==> src/rtl/bbwm_pkg.sv <==
// Shared types, constants and codes of the box blur window mean unit.
package bbwm_pkg;

	// Field and register widths
	localparam int PIX_W      = 8;
	localparam int POS_W      = 8;
	localparam int DIM_W      = 9;
	localparam int RAD_W      = 4;
	localparam int CFG_IDX_W  = 2;
	localparam int CFG_DATA_W = 9;
	localparam int RGB_W      = 3 * PIX_W;

	// Window sums: at most 15 * 15 pixels of 255
	localparam int SUM_W  = 16;
	localparam int AREA_W = 2 * RAD_W;
	localparam int STEP_W = $clog2(SUM_W);

	// Signed window coordinates, centre minus half radius up to that plus radius minus one
	localparam int COORD_W = 11;

	// Parameter defaults
	localparam int DEFAULT_MAX_WIDTH  = 256;
	localparam int DEFAULT_MAX_HEIGHT = 256;
	localparam int DEFAULT_MAX_RADIUS = 15;

	// Register reset values
	localparam logic [DIM_W-1:0] RESET_WIDTH  = 9'd256;
	localparam logic [DIM_W-1:0] RESET_HEIGHT = 9'd256;
	localparam logic [RAD_W-1:0] RESET_RADIUS = 4'd3;

	// Register indexes
	localparam logic [CFG_IDX_W-1:0] CFG_IMAGE_WIDTH  = 2'd0;
	localparam logic [CFG_IDX_W-1:0] CFG_IMAGE_HEIGHT = 2'd1;
	localparam logic [CFG_IDX_W-1:0] CFG_BLUR_RADIUS  = 2'd2;

	// Item functions
	localparam logic FUNC_WRITE = 1'b0;
	localparam logic FUNC_QUERY = 1'b1;

	typedef enum logic [2:0] {
		ST_IDLE,
		ST_SCAN,
		ST_DRAIN,
		ST_DIV_INIT,
		ST_DIVIDE,
		ST_DELIVER
	} bbwm_state_t;

	typedef struct packed {
		logic wr_en;     // store the incoming pixel
		logic start;     // latch a query centre, clear sums and counters
		logic scan;      // read the current window pixel, advance counters
		logic div_init;  // load the dividers from the sums
		logic div_step;  // one quotient bit per channel
		logic load_out;  // move the result into the output register
	} bbwm_cmd_t;

	typedef struct packed {
		logic bad_pos;   // incoming centre lies outside the image
		logic scan_last; // current pixel is the last of the window
		logic div_last;  // current divide step is the last one
	} bbwm_status_t;

endpackage

==> src/rtl/bbwm_ctrl.sv <==
// Controller state machine of the box blur window mean unit.
module bbwm_ctrl (
	input  logic                  clk,
	input  logic                  arst_n,
	input  logic                  in_valid,
	output logic                  in_ready,
	input  logic                  func,
	output logic                  out_valid,
	input  logic                  out_ready,
	input  bbwm_pkg::bbwm_status_t status,
	output bbwm_pkg::bbwm_cmd_t   cmd
);

	import bbwm_pkg::*;

	bbwm_state_t state_q, state_d;
	logic        out_valid_q;

	always_ff @(posedge clk or negedge arst_n) begin
		if (!arst_n) begin
			state_q     <= ST_IDLE;
			out_valid_q <= 1'b0;
		end else begin
			state_q <= state_d;
			if (cmd.load_out) begin
				out_valid_q <= 1'b1;
			end else if (out_ready) begin
				out_valid_q <= 1'b0;
			end
		end
	end

	always_comb begin
		state_d  = state_q;
		cmd      = '0;
		in_ready = 1'b0;
		case (state_q)
			ST_IDLE: begin
				in_ready = 1'b1;
				if (in_valid) begin
					if (func == FUNC_WRITE) begin
						cmd.wr_en = 1'b1;
					end else begin
						cmd.start = 1'b1;
						state_d   = status.bad_pos ? ST_DELIVER : ST_SCAN;
					end
				end
			end
			ST_SCAN: begin
				cmd.scan = 1'b1;
				if (status.scan_last) begin
					state_d = ST_DRAIN;
				end
			end
			// last read data is summed here
			ST_DRAIN: begin
				state_d = ST_DIV_INIT;
			end
			ST_DIV_INIT: begin
				cmd.div_init = 1'b1;
				state_d      = ST_DIVIDE;
			end
			ST_DIVIDE: begin
				cmd.div_step = 1'b1;
				if (status.div_last) begin
					state_d = ST_DELIVER;
				end
			end
			ST_DELIVER: begin
				if (!out_valid_q || out_ready) begin
					cmd.load_out = 1'b1;
					state_d      = ST_IDLE;
				end
			end
			default: begin
				state_d = ST_IDLE;
			end
		endcase
	end

	assign out_valid = out_valid_q;

endmodule

==> config.mk <==
export PLATFORM = sky130hd
export DESIGN_NAME = bbwm_ctrl
export DESIGN_NICKNAME = d
export VERILOG_FILES = /design/src/rtl/bbwm_pkg.sv /design/src/rtl/bbwm_ctrl.sv
export SDC_FILE = /design/constraint.sdc
export NUM_CORES = 1
export LEC_CHECK = 0
export BUFFER_PORTS_ARGS = -buffer_cell sky130_fd_sc_hd__clkbuf_2
export CAP_MARGIN = 20
export CORE_AREA = 8 8 45 47
export CTS_CLUSTER_SIZE = 28
export DETAILED_ROUTE_END_ITERATION = 10
export DIE_AREA = 0 0 53 55
export GPL_ROUTABILITY_DRIVEN = 0
export SETUP_SLACK_MARGIN = 0.2
export SLEW_MARGIN = 20
export SYNTH_ARGS = -nofsm -noshare
export SYNTH_HDL_FRONTEND = slang
export SYNTH_SLANG_ARGS = --single-unit
==> constraint.sdc <==
create_clock -name clk -period 1.3 [get_ports clk]
set_input_delay 0.065 -clock clk [delete_from_list [all_inputs] [get_ports clk]]
set_output_delay 0.065 -clock clk [all_outputs]
set_load 0.02 [all_outputs]
-- After elaboration in Yosys (flattened, before gate mapping)
Index checks and enable logic that the tools add are counted.
W data, S select, Z words.
- logic and storage cells: 36
- bits of input ports: 8
- flip-flop bits (word level): 4
- output and inout port bits: 8
- multiplexer cells: 19
- reduce and logical (&&, ||, !) cells: 5
- equal/unequal tests: 10
- operators by type and width (operator ; number):
    $mux W3 ; 6
    $pmux W3 S6 ; 1
    $mux W1 ; 10
    $ne A2 B2 Y1 const B ; 5
    $eq A3 B2 Y1 const B ; 2
    $eq A3 B3 Y1 const B ; 2
    $reduce_and A5 Y1 ; 1
    $mux W2 ; 2
    $eq A3 B1 Y1 const B ; 1
    $logic_not A3 Y1 ; 1
    $reduce_bool A2 Y1 ; 1
    $logic_not A1 Y1 ; 1
    $logic_or A1 B1 Y1 ; 1

-- Depth between registers and ports, before layout
Gate-level depths: netlist of run 1.
- depth in word-level cells: 5
- depth in mapped cells: 4
- mapped depth without buffers: 3

-- Least setup slack after synthesis of run 1
OpenSTA, ideal clock, no wires.
- path kind: register -> output
- start: register state_q[1]
- end: output cmd[5] (netlist name)
- arrival: 1184 ps
- data required time: 1235 ps
- stages on the path, launching flop included: 5
- path buffers: 1
- slack: 51 ps
- cell sequence: dfrtp_1 > buf_4 > nor3_4 > nand2_1 > nor2_1
- RTL lines (element ; RTL line ; RTL):
    from (decl) ; bbwm_ctrl.sv:16 ; bbwm_state_t state_q, state_d;
    from (signal assigned) ; bbwm_ctrl.sv:24 ; state_q <= state_d;
    to (decl) ; bbwm_ctrl.sv:11 ; output bbwm_pkg::bbwm_cmd_t cmd

==> results.json, run 1 <==
{
  "status": "complete, but fails checks",
  "violations": "setup timing",
  "routedWlPerCell_um": 12.83,
  "numPortBuffers": 15,
  "cts_made_buffers": 3,
  "slowest_delay_ps": 440,
  "clk_latency_ps": 240,
  "vdd_drop_max_mv": 0.8930,
  "syn2layout_area_growth_pct": 104.3,
  "post-route-util_pct": 47.11,
  "synth-seq-cells": 4,
  "path_delay_family": "simple AND/OR/NAND/NOR gates",
  "critPathSlowestCell": "dfrtp_2",
  "syn_inst": 35,
  "crit_chain": "nor3_4, and3_4, buf_8",
  "cts.clk_slew.worst_paths_ps": 40,
  "drive_gt1_share_pct": 75.38,
  "root_buffer": "clkbuf_4",
  "viasPerCell": 4.667,
  "antenna_cells": 0,
  "die_h_um": 55,
  "die_width_um": 53,
  "nets": 75,
  "grt_pass1_wl_um": 1656,
  "cts_htree_levels": 1,
  "routed_wl_um": 1039,
  "period_share_pct": 100.5,
  "track_usage_pct": 8.155,
  "stdcell_count": 81,
  "drc": 0,
  "crit_path_start_kind": "flip-flop",
  "cts_buffer_depth": 2,
  "grt_start_max_net_pins": 8,
  "ys.warnings.count": 0,
  "report.final.slew_viol_count": 0,
  "worst_pin_slew_ps": 193.0,
  "fin_skew_ps": 6.538,
  "finalSetupViolCount": 1,
  "grt_overflow": 0,
  "antenna_found_initial": 0,
  "critPathKind": "reg2out",
  "cts_tree": "built",
  "drt_pass1_iterations": 4,
  "core_area_um2": 1384,
  "placedCellCount": 63,
  "initial_core_util_pct": 23.06,
  "slew_headroom_pct": 87.09,
  "grt_pass1_vias": 373,
  "yosysUniqueCellTypes": 19,
  "nFillCells": 146,
  "critPathRequiredTime_ps": 1240,
  "hpwl_um": 583.9,
  "hold_violations": 0,
  "power_density_nw_per_um2": 2562,
  "clock-sinks": 4,
  "avgSynthCellArea_um2": 9.116,
  "fin_area_um2": 651.9,
  "min_period_ps": 1307,
  "leakagePower_nw": 0.3046,
  "placed_area_um2": 392.9,
  "arrival_ps": 1240,
  "vias": 378,
  "die_area_um2": 2915,
  "hp-class": "in2reg",
  "fmax_mhz": 765.1,
  "syn_nets": 43,
  "drt_iter0_drc": 6,
  "critPathBufInv": 1,
  "antenna_left": 0,
  "rsz0062_at_grt": "true",
  "synth_area_um2": 319.1,
  "maxCapViolations": 0,
  "synth-seq-area-share_pct": 31.37,
  "path_max_fanout": 5,
  "placementRows": 14,
  "fin_tns_setup_ps": -7.004,
  "pin_count": 16,
  "fin_ws_ps": -7.004,
  "endpoint_kind": "output pin"
}
## through the flow
| step | worst slack [ps] | hold slack (ps) | power (mW) |
|---|---|---|---|
| final | -7.004 | 54.37 | 1.670 |
| after global routing | -70.47 | 49.72 | 1.786 |
| after CTS | -1.638 | 38.65 | 1.447 |
| after detailed placement | 127.2 | -123.7 | 0.8923 |
| after global placement | 140.1 | -125.6 | 0.8870 |
| after floorplan | 153.8 | -230.6 | 0.8096 |
## cells by family after synthesis
| family | Yosys count | share of synthesized area (%) |
|---|---|---|
| and+or+nand+nor | 15 | 29.41 |
| DFF | 4 | 31.37 |
| buffers and inverters | 6 | 12.94 |
| AOI/OAI and AO/OA | 10 | 26.27 |
## what timing repair did
action,4_1_cts,5_1_grt
endpoints found under the hold margin,4,0
hold buffers,1,0
endpoints found under the setup margin,9,10
pin swaps,4,8
gates resized for setup,20,18
setup buffers,10,4
## state kept, by name, indices dropped and copies added (netlist names)
| register | cells |
|---|---|
| state_q | 3 |
| out_valid | 1 |
## metal layers
| layer | track usage, % | up-vias | wire length [um] |
|---|---|---|---|
| met5 | 0 | - | 0 |
| met2 | 12.30 | 16 | 506 |
| met1 | 7.786 | 177 | 383 |
| li1 | - | 183 | - |
| met4 | 5.172 | 0 | 19 |
| met3 | 6.150 | 2 | 129 |
## layout make-up
type,instances,area [um^2],share of cell area [%]
Timing Repair Buffer,30,257.7,39.54
Multi-Input combinational cell,25,236.5,36.28
Sequential cell,4,103.9,15.93
Clock buffer,3,22.52,3.455
Tap cell,16,20.02,3.071
Inverter,3,11.26,1.727
## synth_stat cells
cell	n	area (um^2)
a21oi_1	4	20.02
dfrtp_1	4	100.1
o21ai_0	1	5.000
nand2b_1	1	6.260
a2bb2oi_2	1	15.01
and3_1	1	6.260
nor2_1	2	7.510
nor3_4	1	16.27
o21bai_1	1	7.510
nor3_1	1	5.000
inv_1	3	11.26
buf_6	2	22.52
a211oi_4	1	20.02
nor3b_1	1	7.510
nand3b_1	4	30.03
o2bb2ai_1	1	8.760
nand2_1	4	15.01
buf_4	1	7.510
o21a_1	1	7.510
## power breakdown
part           switching, mW  internal [mW]  leakage [nW]
clock network         0.0603          0.104        0.0138
registers              0.102          0.189        0.0478
logic                  0.520          0.695         0.243
total                  0.681          0.989         0.305
## placed cells by master, fill, tap and decap left out, types with 2 or more instances in the layout
cell / count
buf_8: 2
nor2_4: 2
clkbuf_4: 3
a21oi_2: 3
inv_1: 3
clkbuf_2: 8
buf_4: 12
dfrtp_2: 3
nand2_1: 2
buf_6: 6
nand3b_1: 4
## final timing paths
path / from / to / slack, ps / depth (start not counted)
min in group asynchronous: arst_n / out_valid / 160 / 2
worst min register to register: out_valid / out_valid / 590 / 2
worst max register to register: state_q[0] / state_q[0] / 110 / 5
worst min-delay path: out_ready / out_valid / 50 / 2
worst max-delay path: state_q[1] / cmd[4] / -7 / 3
max in group asynchronous: arst_n / state_q[0] / 990 / 2
No activity file was read; power rests on OpenSTA's default activity.
==> run 2, diff against run 1 <==
--- a/config.mk
+++ b/config.mk
@@ -8,6 +8,7 @@
 export BUFFER_PORTS_ARGS = -buffer_cell sky130_fd_sc_hd__clkbuf_2
 export CAP_MARGIN = 20
 export CORE_AREA = 8 8 45 47
+export CTS_BUF_LIST = sky130_fd_sc_hd__clkbuf_8 sky130_fd_sc_hd__clkbuf_16
 export CTS_CLUSTER_SIZE = 28
 export DETAILED_ROUTE_END_ITERATION = 10
 export DIE_AREA = 0 0 53 55
==> constraint.sdc (replaced) <==
create_clock -name clk -period 1.2 [get_ports clk]
set_input_delay 0.06 -clock clk [delete_from_list [all_inputs] [get_ports clk]]
set_output_delay 0.06 -clock clk [all_outputs]
set_load 0.02 [all_outputs]
==> results.json, run 2 (synthesis gave the netlist of run 1 again) <==
{
  "status": "complete, but fails checks",
  "violations": "setup timing",
  "vias": 364,
  "power_density_nw_per_um2": 2930,
  "endpoint_kind": "output pin",
  "initial_core_util_pct": 23.06,
  "p_int_mw": 1.224,
  "nets": 75,
  "routedWlPerCell_um": 12.00,
  "grt_pass1_wl_um": 1469,
  "arrival_ps": 1240,
  "drc": 0,
  "crit_chain": "nor3_4, and3_4, buf_8",
  "stdcell_count": 81,
  "leakagePower_nw": 0.3068,
  "die_width_um": 53,
  "rsz0062_at_grt": "true",
  "die_area_um2": 2915,
  "cts.clk_slew.worst_paths_ps": 30,
  "slew_headroom_pct": 85.33,
  "cts_buffer_depth": 2,
  "fin_area_um2": 675.6,
  "path_max_fanout": 6,
  "cts_tree": "built",
  "critPathBufInv": 1,
  "cp-startpoint": "state_q[1]",
  "fin_tns_setup_ps": -324.3,
  "maxCapViolations": 0,
  "nFillCells": 121,
  "r2r_start": "state_q[0]",
  "final_cell_mix": "buf_4, buf_6, clkbuf_2, nand3b_1",
  "power_frac_seq_pct": 16.6,
  "numPortBuffers": 15,
  "drive_gt1_share_pct": 75.38,
  "critPathKind": "reg2out",
  "power_frac_comb_pct": 69.3,
  "slowest_delay_ps": 450,
  "period_share_pct": 108.0,
  "fin_skew_ps": 3.704,
  "hold_violations": 0,
  "grt_pass1_vias": 348,
  "root_buffer": "clkbuf_8",
  "drt_iter0_drc": 0,
  "rr_endpoint": "state_q[0]",
  "clk_latency_ps": 220,
  "regToRegSetupSlack_ps": 20,
  "placedCellCount": 64,
  "report.final.slew_viol_count": 0,
  "placed_area_um2": 404.1,
  "switching_power_mw": 0.7558,
  "hp-class": "in2reg",
  "crit_path_start_kind": "flip-flop",
  "grt_overflow": 0,
  "track_usage_pct": 6.846,
  "critPathRequiredTime_ps": 1140,
  "clock-sinks": 4,
  "placementRows": 14,
  "core_area_um2": 1384,
  "syn2layout_area_growth_pct": 111.8,
  "worst_pin_slew_ps": 219.3,
  "largest_register_ffs": 3,
  "grt_start_max_net_pins": 11,
  "viasPerCell": 4.494,
  "clkPwrFrac_pct": 14.1,
  "dp_slack_ps": 30.47,
  "cts_htree_levels": 1,
  "min_period_ps": 1296,
  "finalPower_mw": 1.980,
  "antenna_left": 0,
  "antenna_cells": 0,
  "fmax_mhz": 771.4,
  "pin_count": 16,
  "swShare_pct": 38.18,
  "worstSetupEndpoint": "cmd[4]",
  "drt_pass1_iterations": 1,
  "critPathSlowestCell": "dfrtp_2",
  "worst_r2r_path_depth": 4,
  "worst-path-stages": 3,
  "routed_wl_um": 972,
  "vdd_drop_max_mv": 1.135,
  "die_h_um": 55,
  "fin_ws_ps": -96.42,
  "antenna_found_initial": 0,
  "finalSetupViolCount": 6,
  "cts_made_buffers": 3,
  "hpwl_um": 601.9,
  "regMostFlops": "state_q",
  "whs_path_depth": 2,
  "path_delay_family": "simple AND/OR/NAND/NOR gates"
}
-- run 2: changes by cell type in the layout (fill, tap and decap cells not counted), moves of 3 or more --
cell / before / now
buf_4: 12 / 9
buf_6: 6 / 9
clkbuf_4: 3 / 0
clkbuf_8: 0 / 3
-- run 2: worst register-to-register path, cell delays in order (launching register included) --
cell and delay (ps):
dfrtp_2 460, buf_12 160, a211oi_4 230, nand2_2 100
o2bb2ai_2 120
-- run 2: area by class of cell --
class | instances | area, um^2 | share of cell area [%]
clock buffers | 3 | 41.29 | 6.111
repair buffers | 30 | 269.0 | 39.81
flip-flops and latches | 4 | 103.9 | 15.37
inverters | 3 | 13.76 | 2.037
well taps | 16 | 20.02 | 2.963
multi-input cells | 25 | 227.7 | 33.70
-- run 2: repair_timing --
| item | in CTS | in global routing |
|---|---|---|
| pin swaps | 3 | 5 |
| hold buffers | 1 | 0 |
| endpoints found under the hold margin | 4 | 0 |
| gates resized for setup | 16 | 26 |
| buffers inserted | 8 | 5 |
| setup endpoints to repair | 11 | 11 |
-- run 2: power groups by stage --
stage	sequential [mW]	clock [mW]	combinational [mW]
after floorplan	0.243	0	0.640
after global placement	0.373	0	0.622
after detailed placement	0.375	0	0.624
after CTS	0.335	0.292	1.01
after global routing	0.343	0.305	1.46
final	0.328	0.280	1.37
-- run 2: how the worst min path moves through the flow --
stage,start,end,slack (ps)
5_1_grt,out_ready,out_valid,80
6_report,out_ready,out_valid,70
3_5_place_dp,arst_n,out_valid,-130
3_3_place_gp,arst_n,out_valid,-130
4_1_cts,out_ready,out_valid,80
2_1_floorplan,arst_n,out_valid,-240
-- run 2: metrics by stage --
step / hold slack, ps / utilization, %
2_1_floorplan: -235.6 / -
3_3_place_gp: -130.2 / 29.20
3_5_place_dp: -128.9 / 29.20
4_1_cts: 78.95 / 41.59
5_1_grt: 79.09 / 48.82
6_report: 73.78 / 48.82
-- run 2: metal layers --
layer	track usage (%)	vias up	routed length, um
met4	1.293	0	6
met3	4.545	2	97
met1	7.339	168	353
met5	0	-	0
li1	-	183	-
met2	11.13	11	516
==> run 3, diff against run 2 <==
--- a/config.mk
+++ b/config.mk
@@ -13,6 +13,7 @@
 export DETAILED_ROUTE_END_ITERATION = 10
 export DIE_AREA = 0 0 53 55
 export GPL_ROUTABILITY_DRIVEN = 0
+export REMOVE_ABC_BUFFERS = 1
 export SETUP_SLACK_MARGIN = 0.2
 export SLEW_MARGIN = 20
 export SYNTH_ARGS = -nofsm -noshare
==> results.json, run 3 (synthesis gave the netlist of run 1 again) <==
{
  "die_h_um": 55,
  "placementRows": 14,
  "regToRegSetupSlack_ps": -80,
  "worst_pin_slew_ps": 195.4,
  "stdcell_count": 78,
  "clock-sinks": 4,
  "hpwl_um": 596.2,
  "vias": 337,
  "min_period_ps": 1299,
  "fin_ws_ps": -98.80,
  "regMostFlops": "state_q",
  "critPathKind": "reg2out",
  "critPathRequiredTime_ps": 1140,
  "cts_tree": "built",
  "r2r_start": "state_q[0]",
  "grt_start_max_net_pins": 9,
  "hold_violations": 0,
  "worst_r2r_path_depth": 5,
  "root_buffer": "clkbuf_8",
  "dp_slack_ps": 15.41,
  "arrival_ps": 1240,
  "initial_core_util_pct": 23.06,
  "critPathBufInv": 1,
  "period_share_pct": 108.2,
  "track_usage_pct": 7.018,
  "path_max_fanout": 7,
  "die_area_um2": 2915,
  "grt_pass1_wl_um": 1483,
  "routed_wl_um": 905,
  "antenna_cells": 0,
  "path_delay_family": "flip-flops",
  "drc": 0,
  "nFillCells": 140,
  "numPortBuffers": 15,
  "slowest_delay_ps": 450,
  "routedWlPerCell_um": 11.60,
  "largest_register_ffs": 3,
  "grt_pass1_vias": 351,
  "power_density_nw_per_um2": 2917,
  "pin_count": 16,
  "clk_latency_ps": 220,
  "rr_endpoint": "state_q[0]",
  "syn2layout_area_growth_pct": 89.02,
  "finalSetupViolCount": 6,
  "drt_pass1_iterations": 4,
  "vdd_drop_max_mv": 0.8656,
  "nets": 72,
  "die_width_um": 53,
  "antenna_found_initial": 0,
  "min_from": "out_ready",
  "viasPerCell": 4.321,
  "placedCellCount": 65,
  "final_cell_mix": "buf_4, clkbuf_2, clkbuf_8, buf_6",
  "drive_gt1_share_pct": 64.52,
  "endpoint_kind": "output pin",
  "core_area_um2": 1384,
  "crit_path_start_kind": "flip-flop",
  "post-route-util_pct": 43.58,
  "fmax_mhz": 769.9,
  "cts_htree_levels": 1,
  "fin_skew_ps": 4.966,
  "status": "complete, but fails checks",
  "hold_path_end": "out_valid",
  "maxCapViolations": 0,
  "report.final.slew_viol_count": 0,
  "layout_commonest_cell": "buf_4",
  "cts_buffer_depth": 2,
  "cts_made_buffers": 3,
  "grt_overflow": 0,
  "crit_chain": "nor3_4, nand2_1, nor2_2, buf_6",
  "drt_iter0_drc": 6,
  "leakagePower_nw": 0.2831,
  "slew_headroom_pct": 86.93,
  "critPathSlowestCell": "dfrtp_2",
  "cts.clk_slew.worst_paths_ps": 30,
  "antenna_left": 0,
  "hp-class": "in2reg",
  "whs_path_depth": 2,
  "rsz0062_at_grt": "true",
  "violations": "setup timing"
}
==> run 3: report_power, final <==
| part | switching (mW) | internal (mW) |
|---|---|---|
| clock network | 0.0719 | 0.214 |
| logic | 0.492 | 0.665 |
| registers | 0.110 | 0.205 |
| total | 0.674 | 1.08 |
==> run 3: metrics by stage <==
step | area, um^2 | TNS (ps) | hold WS [ps] | power (mW)
2_1_floorplan | 289.0 | -56.04 | -235.6 | 0.7776
3_3_place_gp | 399.1 | 0 | -131.3 | 0.9986
3_5_place_dp | 399.1 | 0 | -132.1 | 1.008
4_1_cts | 551.8 | -157.1 | 59.27 | 1.577
5_1_grt | 603.1 | -676.3 | 80.64 | 1.867
6_report | 603.1 | -392.4 | 66.96 | 1.759
==> run 3: cell type report <==
class | instances | area (um^2) | share of cell area [%]
flip-flops and latches | 4 | 103.9 | 17.22
multi-input cells | 25 | 202.7 | 33.61
repair buffers | 27 | 224.0 | 37.14
clock buffers | 3 | 41.29 | 6.846
well taps | 16 | 20.02 | 3.320
inverters | 3 | 11.26 | 1.867
==> run 3: how the worst max path moves through the flow <==
stage | endpoint | slack (ps) | startpoint | depth (start not counted)
6_report | cmd[5] | -100 | state_q[0] | 4
5_1_grt | cmd[5] | -140 | state_q[0] | 4
4_1_cts | cmd[4] | -50 | state_q[2] | 3
3_5_place_dp | cmd[3] | 20 | state_q[0] | 3
3_3_place_gp | cmd[3] | 50 | state_q[1] | 3
2_1_floorplan | cmd[5] | -50 | state_q[0] | 3
==> run 3: layer usage <==
layer	routed length, um	track usage (%)	share of wire (%)
met1	364	7.209	40
met2	449	11.33	50
met3	72	2.941	8.0
met4	19	5.172	2.1
met5	0	0	0
==> run 3: repair_timing <==
action / 4_1_cts / 5_1_grt
hold endpoints to repair: 4 / 0
endpoints found under the setup margin: 10 / 10
hold buffers: 1 / 0
resized for setup: 17 / 12
buffers inserted: 6 / 3
pin swaps: 3 / 4
